<file path="config.mk">
export PLATFORM = sky130hd
export DESIGN_NAME = sha256_message_hasher
export DESIGN_NICKNAME = d
export VERILOG_FILES = /design/src/shamh_pkg.sv /design/src/shamh_front.sv /design/src/shamh_core.sv /design/src/sha256_message_hasher.sv
export VERILOG_INCLUDE_DIRS = /design/src /design/src/src
export SDC_FILE = /design/constraint.sdc
export NUM_CORES = 2
export LEC_CHECK = 0
export ABC_CLOCK_PERIOD_IN_PS = 19110
export BUFFER_PORTS_ARGS = -buffer_cell sky130_fd_sc_hd__clkbuf_2
export CORE_UTILIZATION = 60
export CTS_CLUSTER_SIZE = 16
export DETAILED_ROUTE_END_ITERATION = 10
export PLACE_DENSITY = 0.77
export SYNTH_ARGS = -nofsm -noshare
export SYNTH_HDL_FRONTEND = slang
export SYNTH_SLANG_ARGS = --single-unit
</file>
<file path="constraint.sdc">
create_clock -name clk -period 19.11 [get_ports clk]
set_input_delay 0 -clock clk [delete_from_list [all_inputs] [get_ports clk]]
set_output_delay 0 -clock clk [all_outputs]
set_load 0.005 [all_outputs]
</file>
<file path="src/assert_macros.svh">
// Assertion helpers used by shamh_core.
// Both macros sample on the rising edge of clk and are disabled while rst_n is low.
`ifndef ASSERT_MACROS_SVH
`define ASSERT_MACROS_SVH
`ifndef SYNTH
// The property must hold at every clock edge.
`define ASSERT_CLK(lbl, prop) \
    lbl: assert property (@(posedge clk) disable iff (!rst_n) prop) \
        else $error("assertion failed");
// The condition must never be true.
`define ASSERT_NEVER(lbl, cond) \
    lbl: assert property (@(posedge clk) disable iff (!rst_n) !(cond)) \
        else $error("forbidden condition seen");
`else
`define ASSERT_CLK(lbl, prop)
`define ASSERT_NEVER(lbl, cond)
`endif
`endif

</file>
<file path="src/shamh_pkg.sv">
package shamh_pkg;

    // One queued message transaction.
    typedef struct packed {
        logic [7:0] data;
        logic       has_byte;
        logic       eom;
    } item_t;

    typedef logic [31:0] word_t;

    localparam logic [7:0] PAD_BYTE = 8'h80;

    // Fill level at which the length field starts.
    localparam logic [5:0] LEN_POS = 6'd56;

    // Fill level of the last byte of a block.
    localparam logic [5:0] LAST_POS = 6'd63;

    localparam logic [5:0] LAST_ROUND = 6'd63;

    localparam word_t INIT_HASH [8] = '{
        32'h6a09e667, 32'hbb67ae85, 32'h3c6ef372, 32'ha54ff53a,
        32'h510e527f, 32'h9b05688c, 32'h1f83d9ab, 32'h5be0cd19
    };

    localparam word_t ROUND_K [64] = '{
        32'h428a2f98, 32'h71374491, 32'hb5c0fbcf, 32'he9b5dba5,
        32'h3956c25b, 32'h59f111f1, 32'h923f82a4, 32'hab1c5ed5,
        32'hd807aa98, 32'h12835b01, 32'h243185be, 32'h550c7dc3,
        32'h72be5d74, 32'h80deb1fe, 32'h9bdc06a7, 32'hc19bf174,
        32'he49b69c1, 32'hefbe4786, 32'h0fc19dc6, 32'h240ca1cc,
        32'h2de92c6f, 32'h4a7484aa, 32'h5cb0a9dc, 32'h76f988da,
        32'h983e5152, 32'ha831c66d, 32'hb00327c8, 32'hbf597fc7,
        32'hc6e00bf3, 32'hd5a79147, 32'h06ca6351, 32'h14292967,
        32'h27b70a85, 32'h2e1b2138, 32'h4d2c6dfc, 32'h53380d13,
        32'h650a7354, 32'h766a0abb, 32'h81c2c92e, 32'h92722c85,
        32'ha2bfe8a1, 32'ha81a664b, 32'hc24b8b70, 32'hc76c51a3,
        32'hd192e819, 32'hd6990624, 32'hf40e3585, 32'h106aa070,
        32'h19a4c116, 32'h1e376c08, 32'h2748774c, 32'h34b0bcb5,
        32'h391c0cb3, 32'h4ed8aa4a, 32'h5b9cca4f, 32'h682e6ff3,
        32'h748f82ee, 32'h78a5636f, 32'h84c87814, 32'h8cc70208,
        32'h90befffa, 32'ha4506ceb, 32'hbef9a3f7, 32'hc67178f2
    };

    // Upper-case sigma 0, applied to working word a.
    function automatic word_t big_sigma0(input word_t x);
        return {x[1:0], x[31:2]} ^ {x[12:0], x[31:13]} ^ {x[21:0], x[31:22]};
    endfunction

    // Upper-case sigma 1, applied to working word e.
    function automatic word_t big_sigma1(input word_t x);
        return {x[5:0], x[31:6]} ^ {x[10:0], x[31:11]} ^ {x[24:0], x[31:25]};
    endfunction

    // Lower-case sigma 0 of the message schedule.
    function automatic word_t small_sigma0(input word_t x);
        return {x[6:0], x[31:7]} ^ {x[17:0], x[31:18]} ^ {3'b000, x[31:3]};
    endfunction

    // Lower-case sigma 1 of the message schedule.
    function automatic word_t small_sigma1(input word_t x);
        return {x[16:0], x[31:17]} ^ {x[18:0], x[31:19]} ^ {10'b0, x[31:10]};
    endfunction

endpackage

</file>
<file path="src/shamh_front.sv">
module shamh_front
    import shamh_pkg::*;
#(
    parameter int DEPTH = 4
)
(
    input  logic       clk,
    input  logic       rst_n,
    input  logic       msg_valid,
    output logic       msg_ready,
    input  logic [7:0] data_byte,
    input  logic       has_byte,
    input  logic       end_of_message,
    output logic       q_valid,
    input  logic       q_ready,
    output item_t      q_item
);

    localparam int PW = $clog2(DEPTH);
    localparam int CW = $clog2(DEPTH + 1);

    item_t          slot_reg [DEPTH];
    logic [PW-1:0]  wr_ptr_reg;
    logic [PW-1:0]  wr_ptr_next;
    logic [PW-1:0]  rd_ptr_reg;
    logic [PW-1:0]  rd_ptr_next;
    logic [CW-1:0]  cnt_reg;
    logic [CW-1:0]  cnt_next;
    logic           accept;
    logic           push;
    logic           pop;

    // A transaction with neither a byte nor an end marker does nothing, so it is dropped here.
    assign msg_ready = (cnt_reg != CW'(DEPTH));
    assign accept    = msg_valid && msg_ready;
    assign push      = accept && (has_byte || end_of_message);

    assign q_valid = (cnt_reg != '0);
    assign q_item  = slot_reg[rd_ptr_reg];
    assign pop     = q_valid && q_ready;

    // Pointer and occupancy update.
    always_comb
    begin
        wr_ptr_next = wr_ptr_reg;
        rd_ptr_next = rd_ptr_reg;
        cnt_next    = cnt_reg;
        if (push)
        begin
            wr_ptr_next = (wr_ptr_reg == PW'(DEPTH - 1)) ? '0 : wr_ptr_reg + 1'b1;
        end
        if (pop)
        begin
            rd_ptr_next = (rd_ptr_reg == PW'(DEPTH - 1)) ? '0 : rd_ptr_reg + 1'b1;
        end
        if (push && !pop)
        begin
            cnt_next = cnt_reg + 1'b1;
        end
        else if (pop && !push)
        begin
            cnt_next = cnt_reg - 1'b1;
        end
    end

    always_ff @(posedge clk or negedge rst_n)
    begin
        if (!rst_n)
        begin
            wr_ptr_reg <= '0;
            rd_ptr_reg <= '0;
            cnt_reg    <= '0;
        end
        else
        begin
            wr_ptr_reg <= wr_ptr_next;
            rd_ptr_reg <= rd_ptr_next;
            cnt_reg    <= cnt_next;
        end
    end

    // Queue storage holds payload only.
    always_ff @(posedge clk)
    begin
        if (push)
        begin
            slot_reg[wr_ptr_reg] <= '{data: data_byte, has_byte: has_byte,
                                      eom: end_of_message};
        end
    end

endmodule

</file>
<file path="src/shamh_core.sv">
`include "assert_macros.svh"

module shamh_core
    import shamh_pkg::*;
(
    input  logic  clk,
    input  logic  rst_n,
    input  logic  q_valid,
    output logic  q_ready,
    input  item_t q_item,
    output logic  digest_valid,
    input  logic  digest_ready,
    output word_t digest_words [8]
);

    localparam logic [2:0] S_IDLE   = 3'd0;
    localparam logic [2:0] S_PAD80  = 3'd1;
    localparam logic [2:0] S_PADZ   = 3'd2;
    localparam logic [2:0] S_PADLEN = 3'd3;
    localparam logic [2:0] S_ROUND  = 3'd4;
    localparam logic [2:0] S_FINAL  = 3'd5;
    localparam logic [2:0] S_OUT    = 3'd6;

    logic [2:0]         state_reg;
    logic [2:0]         state_next;
    logic [2:0]         ret_reg;
    logic [2:0]         ret_next;
    logic [5:0]         fill_reg;
    logic [5:0]         fill_next;
    logic [2:0]         len_idx_reg;
    logic [2:0]         len_idx_next;
    logic [5:0]         rnd_reg;
    logic [5:0]         rnd_next;
    logic [63:0]        bitlen_reg;
    logic [63:0]        bitlen_next;
    word_t              chain_reg [8];
    word_t              chain_next [8];
    word_t              v_reg [8];
    word_t              v_round [8];
    logic [15:0][31:0]  blk_reg;
    logic [15:0][31:0]  blk_next;
    logic [511:0]       blk_shifted;
    logic               dv_reg;
    logic               dv_next;
    logic               load_out;
    word_t              dig_reg [8];
    logic               push_en;
    logic [7:0]         push_val;
    logic [7:0]         len_byte;
    word_t              w_cur;
    word_t              w_new;
    word_t              t1;
    word_t              t2;

    assign digest_valid = dv_reg;
    assign digest_words = dig_reg;

    // Length bytes go out most significant first.
    assign len_byte = bitlen_reg[{~len_idx_reg, 3'b000} +: 8];

    // Block buffer: bytes shift in at the bottom, word 0 ends at the top.
    assign blk_shifted = {blk_reg[15][23:0], blk_reg[14:0], push_val};

    // Message schedule: the top word is W[t], the new word is W[t+16].
    assign w_cur = blk_reg[15];
    assign w_new = blk_reg[15] + small_sigma0(blk_reg[14]) + blk_reg[6]
                 + small_sigma1(blk_reg[1]);

    // One compression round.
    always_comb
    begin
        t1 = v_reg[7] + big_sigma1(v_reg[4])
           + ((v_reg[4] & v_reg[5]) ^ (~v_reg[4] & v_reg[6]))
           + ROUND_K[rnd_reg] + w_cur;
        t2 = big_sigma0(v_reg[0])
           + ((v_reg[0] & v_reg[1]) ^ (v_reg[0] & v_reg[2]) ^ (v_reg[1] & v_reg[2]));
        v_round[0] = t1 + t2;
        v_round[1] = v_reg[0];
        v_round[2] = v_reg[1];
        v_round[3] = v_reg[2];
        v_round[4] = v_reg[3] + t1;
        v_round[5] = v_reg[4];
        v_round[6] = v_reg[5];
        v_round[7] = v_reg[6];
    end

    // Sequencer: buffering, padding, rounds, chaining update and digest hand-off.
    always_comb
    begin
        state_next   = state_reg;
        ret_next     = ret_reg;
        len_idx_next = len_idx_reg;
        rnd_next     = rnd_reg;
        bitlen_next  = bitlen_reg;
        chain_next   = chain_reg;
        dv_next      = dv_reg && !digest_ready;
        load_out     = 1'b0;
        push_en      = 1'b0;
        push_val     = 8'h00;
        q_ready      = 1'b0;
        case (state_reg)
            S_IDLE:
            begin
                q_ready = 1'b1;
                if (q_valid)
                begin
                    if (q_item.has_byte)
                    begin
                        push_en     = 1'b1;
                        push_val    = q_item.data;
                        bitlen_next = bitlen_reg + 64'd8;
                    end
                    if (q_item.has_byte && fill_reg == LAST_POS)
                    begin
                        state_next = S_ROUND;
                        ret_next   = q_item.eom ? S_PAD80 : S_IDLE;
                    end
                    else if (q_item.eom)
                    begin
                        state_next = S_PAD80;
                    end
                end
            end
            S_PAD80:
            begin
                push_en    = 1'b1;
                push_val   = PAD_BYTE;
                state_next = S_PADZ;
                if (fill_reg == LAST_POS)
                begin
                    state_next = S_ROUND;
                    ret_next   = S_PADZ;
                end
            end
            S_PADZ:
            begin
                if (fill_reg == LEN_POS)
                begin
                    state_next = S_PADLEN;
                end
                else
                begin
                    push_en = 1'b1;
                    if (fill_reg == LAST_POS)
                    begin
                        state_next = S_ROUND;
                        ret_next   = S_PADZ;
                    end
                end
            end
            S_PADLEN:
            begin
                push_en      = 1'b1;
                push_val     = len_byte;
                len_idx_next = len_idx_reg + 1'b1;
                if (fill_reg == LAST_POS)
                begin
                    state_next = S_ROUND;
                    ret_next   = S_OUT;
                end
            end
            S_ROUND:
            begin
                rnd_next = rnd_reg + 1'b1;
                if (rnd_reg == LAST_ROUND)
                begin
                    state_next = S_FINAL;
                end
            end
            S_FINAL:
            begin
                for (int i = 0; i < 8; i++)
                begin
                    chain_next[i] = chain_reg[i] + v_reg[i];
                end
                state_next = ret_reg;
            end
            S_OUT:
            begin
                if (!dv_reg || digest_ready)
                begin
                    load_out    = 1'b1;
                    dv_next     = 1'b1;
                    chain_next  = INIT_HASH;
                    bitlen_next = '0;
                    state_next  = S_IDLE;
                end
            end
            default:
            begin
                state_next = S_IDLE;
            end
        endcase
    end

    assign fill_next = push_en ? fill_reg + 1'b1 : fill_reg;

    // The buffer also serves as the sliding schedule window during the rounds.
    always_comb
    begin
        if (push_en)
        begin
            blk_next = blk_shifted;
        end
        else if (state_reg == S_ROUND)
        begin
            blk_next = {blk_reg[14:0], w_new};
        end
        else
        begin
            blk_next = blk_reg;
        end
    end

    always_ff @(posedge clk or negedge rst_n)
    begin
        if (!rst_n)
        begin
            state_reg   <= S_IDLE;
            ret_reg     <= S_IDLE;
            fill_reg    <= '0;
            len_idx_reg <= '0;
            rnd_reg     <= '0;
            bitlen_reg  <= '0;
            chain_reg   <= INIT_HASH;
            dv_reg      <= 1'b0;
        end
        else
        begin
            state_reg   <= state_next;
            ret_reg     <= ret_next;
            fill_reg    <= fill_next;
            len_idx_reg <= len_idx_next;
            rnd_reg     <= rnd_next;
            bitlen_reg  <= bitlen_next;
            chain_reg   <= chain_next;
            dv_reg      <= dv_next;
        end
    end

    // Working variables follow the chaining words until the rounds start.
    always_ff @(posedge clk)
    begin
        blk_reg <= blk_next;
        if (state_reg == S_ROUND)
        begin
            v_reg <= v_round;
        end
        else
        begin
            v_reg <= chain_reg;
        end
        if (load_out)
        begin
            dig_reg <= chain_reg;
        end
    end

    `ASSERT_CLK(a_rnd_idle, (state_reg != S_ROUND) |-> (rnd_reg == 6'd0))
    `ASSERT_CLK(a_rnd_end, (state_reg == S_ROUND && rnd_reg == LAST_ROUND) |=> (state_reg == S_FINAL))
    `ASSERT_CLK(a_len_start, (state_reg == S_PADLEN && len_idx_reg == 3'd0) |-> (fill_reg == LEN_POS))
    `ASSERT_CLK(a_out_src, $rose(dv_reg) |-> ($past(state_reg) == S_OUT))

endmodule

</file>
<file path="src/sha256_message_hasher.sv">
// SHA-256 hasher for a byte-serial message.
// Input channel (msg_valid/msg_ready): each transaction carries data_byte when
// has_byte is high; end_of_message closes the message after that byte, if any.
// A transaction with both flags low is taken and ignored.
// Output channel (digest_valid/digest_ready): one transaction per message with
// the eight digest words, word 0 holding digest bytes 0 to 3, big-endian.
// A queue of QUEUE_DEPTH transactions sits in front of the hash engine, so the
// source can keep sending while a block is being compressed, until the queue is full.
// The engine takes in bytes one at a time; after every full 64-byte block it
// runs 64 rounds, one per cycle, then the chaining update, taking no bytes.
// The end of a message takes padding plus one or two block compressions.
// While a digest waits for digest_ready, the engine goes on with the next
// message and holds its digest once done; the queue keeps accepting bytes
// until it is full.
// Reset clears the queue, the length and the fill level and loads the initial
// hash values; the engine comes out of reset idle and ready for a message.
module sha256_message_hasher
    import shamh_pkg::*;
#(
    parameter int QUEUE_DEPTH = 4
)
(
    input  logic        clk,
    input  logic        rst_n,
    input  logic        msg_valid,
    output logic        msg_ready,
    input  logic [7:0]  data_byte,
    input  logic        has_byte,
    input  logic        end_of_message,
    output logic        digest_valid,
    input  logic        digest_ready,
    output logic [31:0] digest_word_0,
    output logic [31:0] digest_word_1,
    output logic [31:0] digest_word_2,
    output logic [31:0] digest_word_3,
    output logic [31:0] digest_word_4,
    output logic [31:0] digest_word_5,
    output logic [31:0] digest_word_6,
    output logic [31:0] digest_word_7
);

    logic  q_valid;
    logic  q_ready;
    item_t q_item;
    word_t digest_words [8];

    // Front end: accepts transactions and queues the meaningful ones.
    shamh_front #(
        .DEPTH (QUEUE_DEPTH)
    ) u_front (
        .clk            (clk),
        .rst_n          (rst_n),
        .msg_valid      (msg_valid),
        .msg_ready      (msg_ready),
        .data_byte      (data_byte),
        .has_byte       (has_byte),
        .end_of_message (end_of_message),
        .q_valid        (q_valid),
        .q_ready        (q_ready),
        .q_item         (q_item)
    );

    // Back end: buffering, padding, compression and digest register.
    shamh_core u_core (
        .clk          (clk),
        .rst_n        (rst_n),
        .q_valid      (q_valid),
        .q_ready      (q_ready),
        .q_item       (q_item),
        .digest_valid (digest_valid),
        .digest_ready (digest_ready),
        .digest_words (digest_words)
    );

    assign digest_word_0 = digest_words[0];
    assign digest_word_1 = digest_words[1];
    assign digest_word_2 = digest_words[2];
    assign digest_word_3 = digest_words[3];
    assign digest_word_4 = digest_words[4];
    assign digest_word_5 = digest_words[5];
    assign digest_word_6 = digest_words[6];
    assign digest_word_7 = digest_words[7];

endmodule
</file>
==> results by group <==
Yosys
  – Adder-cell share of the synthesized area: 0.114
  – Syn_area_per_cell: 9.52 sq um
  – Yosys reg bits: 1410
  – Syn Nets: 9089
  – Commonest cells in the netlist: 2426 x nand2_1, 808 x edfxtp_1, 509 x o21ai_0, 450 x a21oi_1, 409 x clkbuf_1
  – Top-count cell post-synth: nand2_1
  – Seq/Total Area, Yosys: 0.474
  – Post-Synth XOR/XNOR Area: 0.0684
  – Post-Synthesis Cells: 8477
  – Share of the synthesized area in the top cell type: 0.301
  – Post-synth EDFFs: 808
  – Netlist Area Pre-Place: 80700 sq um
  – Simple-gate area share of the yosys netlist: 0.173
  – Post-synth cell types: 86
  – Synth Flop Type: edfxtp_1
  – Cell taking the most area after synthesis: edfxtp_1
  – Synth Area in Compound Gates: 0.121
  – Largest family of logic cells by synthesized area: simple AND/OR/NAND/NOR gates
  – Mux cell area share after synthesis: 0.0148
  – Async SR Flop Fraction: 0.245
  – Ys Warns: 0
  – Largest cells by area after synthesis: edfxtp_1 30%, nand2_1 11%, dfrtp_1 6.5%

Global route
  – Pin count of the biggest net entering global routing: 184
  – Vias in the first global route: 60772
  – Total GRT Usage: 0.371
  – Initial antenna violation count: 2
  – Global-route wire length before repair: 378000 um
  – Grt ovf: 0

Clocking
  – Hold buffer count at CTS: 25
  – Post-CTS sizing: 0
  – Num Clock Sinks: 1410
  – Clk buf depth: 3
  – Clock root buffer: clkbuf_16
  – Clk_lat worst skew: 800 ps
  – Postcts setup bufs: 0
  – Clock transition at path regs: 60 ps
  – CTS tree: yes
  – H-tree levels: 4
  – CTS buffer count: 148

Finish
  – Multi-input gate area: 39700 sq um
  – Layout cells sized above 1: 0.0906
  – Seq. cell area: 38200 sq um
  – # fillers: 10688
  – Core Util, Final: 0.660
  – Final Instance Area: 88100 sq um
  – Max reg flops: 480
  – Nets: 9146
  – Layout area overhead: 9.20%

STA
  – Setup tns final: 0 ps
  – Setup Viol. Count Final: 0
  – Minimum clock period: 9820 ps
  – Fmax: 102 MHz
  – Slew headroom: 0.245
  – Slew @ Worst Pin: 1130 ps
  – RSZ-0062 raised after global routing: no
  – Clock Skew: 31.1 ps
  – Tcrit/Tclk final: 0.514
  – Final Slew Violations: 0
  – Final WS setup: 9290 ps
  – Endpoints failing hold: 0

Critical path
  – Critical Path End Type: register
  – R2r worst-path depth: 37
  – Worst EP arrival: 10460 ps
  – Worst-path maximum fanout: 12
  – Crit path top cell by count: o21ai_0
  – Worst reg2reg setup slack: 9290 ps
  – Critical path type: register to register
  – Slowest stage cell, crit path: ha_1
  – Crit start category: register
  – CP peak stage delay: 710 ps
  – Required @ worst endpoint: 19750 ps

Die
  – Die X-Extent: 369 um
  – Rows: 134
  – I/O pin count: 272
  – Area of the core: 133000 sq um
  – Total die area: 136000 sq um
  – Initial Util: 0.605
  – Die Height: 369 um

Route
  – Routed met1 length: 105000 um
  – First drt pass iteration count: 8
  – WL met2: 114000 um
  – Wire per inst: 24.3 um
  – Post-route DRC: 0
  – Metal3 WL: 22100 um
  – Vias/cell: 6.15
  – 1st-iter DRT viols: 7529
  – Drt total wl: 254000 um
  – Vias post-DR: 64081
  – Top layer in use: met4
  – Detail Route Antenna Nets: 0

Pwr
  – Overall power: 6.75 mW
  – P_leak: 39.5 nW
  – Pwr/cell area: 76.6 nW/um^2
  – Worst-case vdd ir drop: 0.0000816 V

Placed design
  – IO Port Bufs: 271
  – DPL Wire Length: 187000 um
  – Post-Place Setup Slack: 9410 ps
  – Routability cong.: 1.01
  – DP Area: 83100 sq um

Min path
  – Hold crit path type: input pin to register
  – Worst Hold Depth: 2

Status
  – Status: finished, final reports clean

Job
  – Max-cap check violation count: 0
## layout make-up
| class | count | area share |
|---|---|---|
| Multi-Input combinational cell | 6315 | 0.450 |
| Sequential cell | 1410 | 0.434 |
| Clock buffer | 197 | 0.0456 |
| Tap cell | 1768 | 0.0251 |
| Timing Repair Buffer | 358 | 0.0241 |
| Inverter | 301 | 0.0129 |
| Clock inverter | 77 | 0.00799 |
| Antenna cell | 1 | 0.0000284 |
## through the flow
step,hold WS [ps],std cells
after global placement,16.7,10127
after detailed placement,23.2,10127
after global routing,28.5,10426
after CTS,1.49,10426
after floorplan,-296,8477
final,44.0,10427
## layout by cell type (no fill, tap or decap), types with 149 or more instances in the layout
| cell | n |
|---|---|
| xor2_1 | 245 |
| o21ai_0 | 509 |
| fa_1 | 196 |
| a21oi_1 | 450 |
| dfrtp_1 | 206 |
| nor2_1 | 366 |
| ha_1 | 402 |
| inv_1 | 297 |
| a21o_1 | 167 |
| clkbuf_16 | 149 |
| edfxtp_1 | 808 |
| clkbuf_2 | 270 |
| nand2_1 | 2421 |
| xnor2_1 | 382 |
| dfxtp_1 | 256 |
## metal layers
layer | up-vias | global-route usage
li1 | 29223 | -
met1 | 31371 | 0.518
met2 | 2926 | 0.569
met3 | 561 | 0.0592
met4 | 0 | 0.172
met5 | - | 0
## report_power, final
| part | switching, mW | total, mW | leakage, nW | internal, mW |
|---|---|---|---|---|
| Sequential | 0.0247 | 3.25 | 14.8 | 3.22 |
| Combinational | 0.425 | 0.671 | 22.4 | 0.246 |
| Clock | 1.25 | 2.83 | 2.31 | 1.58 |
## worst paths after layout
check                                         startpoint                           endpoint
max reg2reg                u_core.rnd_reg[1]$_DFFE_PN0P_          u_core.v_reg[255]$_DFF_P_
max                        u_core.rnd_reg[1]$_DFFE_PN0P_          u_core.v_reg[255]$_DFF_P_
min                                       end_of_message   u_front.slot_reg[3][0]$_DFFE_PP_
max in group asynchronous                          rst_n  u_core.bitlen_reg[38]$_DFFE_PN0P_
min in group asynchronous                          rst_n   u_core.chain_reg[43]$_DFFE_PN1P_
min reg2reg                     u_core.v_reg[74]$_DFF_P_           u_core.v_reg[42]$_DFF_P_
## critical path, delay by kind of cell, from the launching register on
kind / cells / cell delay, ps
adder cells (fa/ha/maj): 8 / 3590
AND/OR/NAND/NOR: 8 / 1570
flip-flops: 1 / 350
buffers and inverters: 3 / 460
XOR/XNOR: 3 / 640
AO/OA/AOI/OAI: 15 / 3030
## kinds of logic after synthesis
kind of cell | Yosys count
AO/OA/AOI/OAI | 1596
adder cells (fa/ha/maj) | 622
AND/OR/NAND/NOR | 3386
XOR/XNOR | 628
buffers and inverters | 752
multiplexers | 83
flip-flops | 1410
No activity file was read; power rests on OpenSTA's default activity.
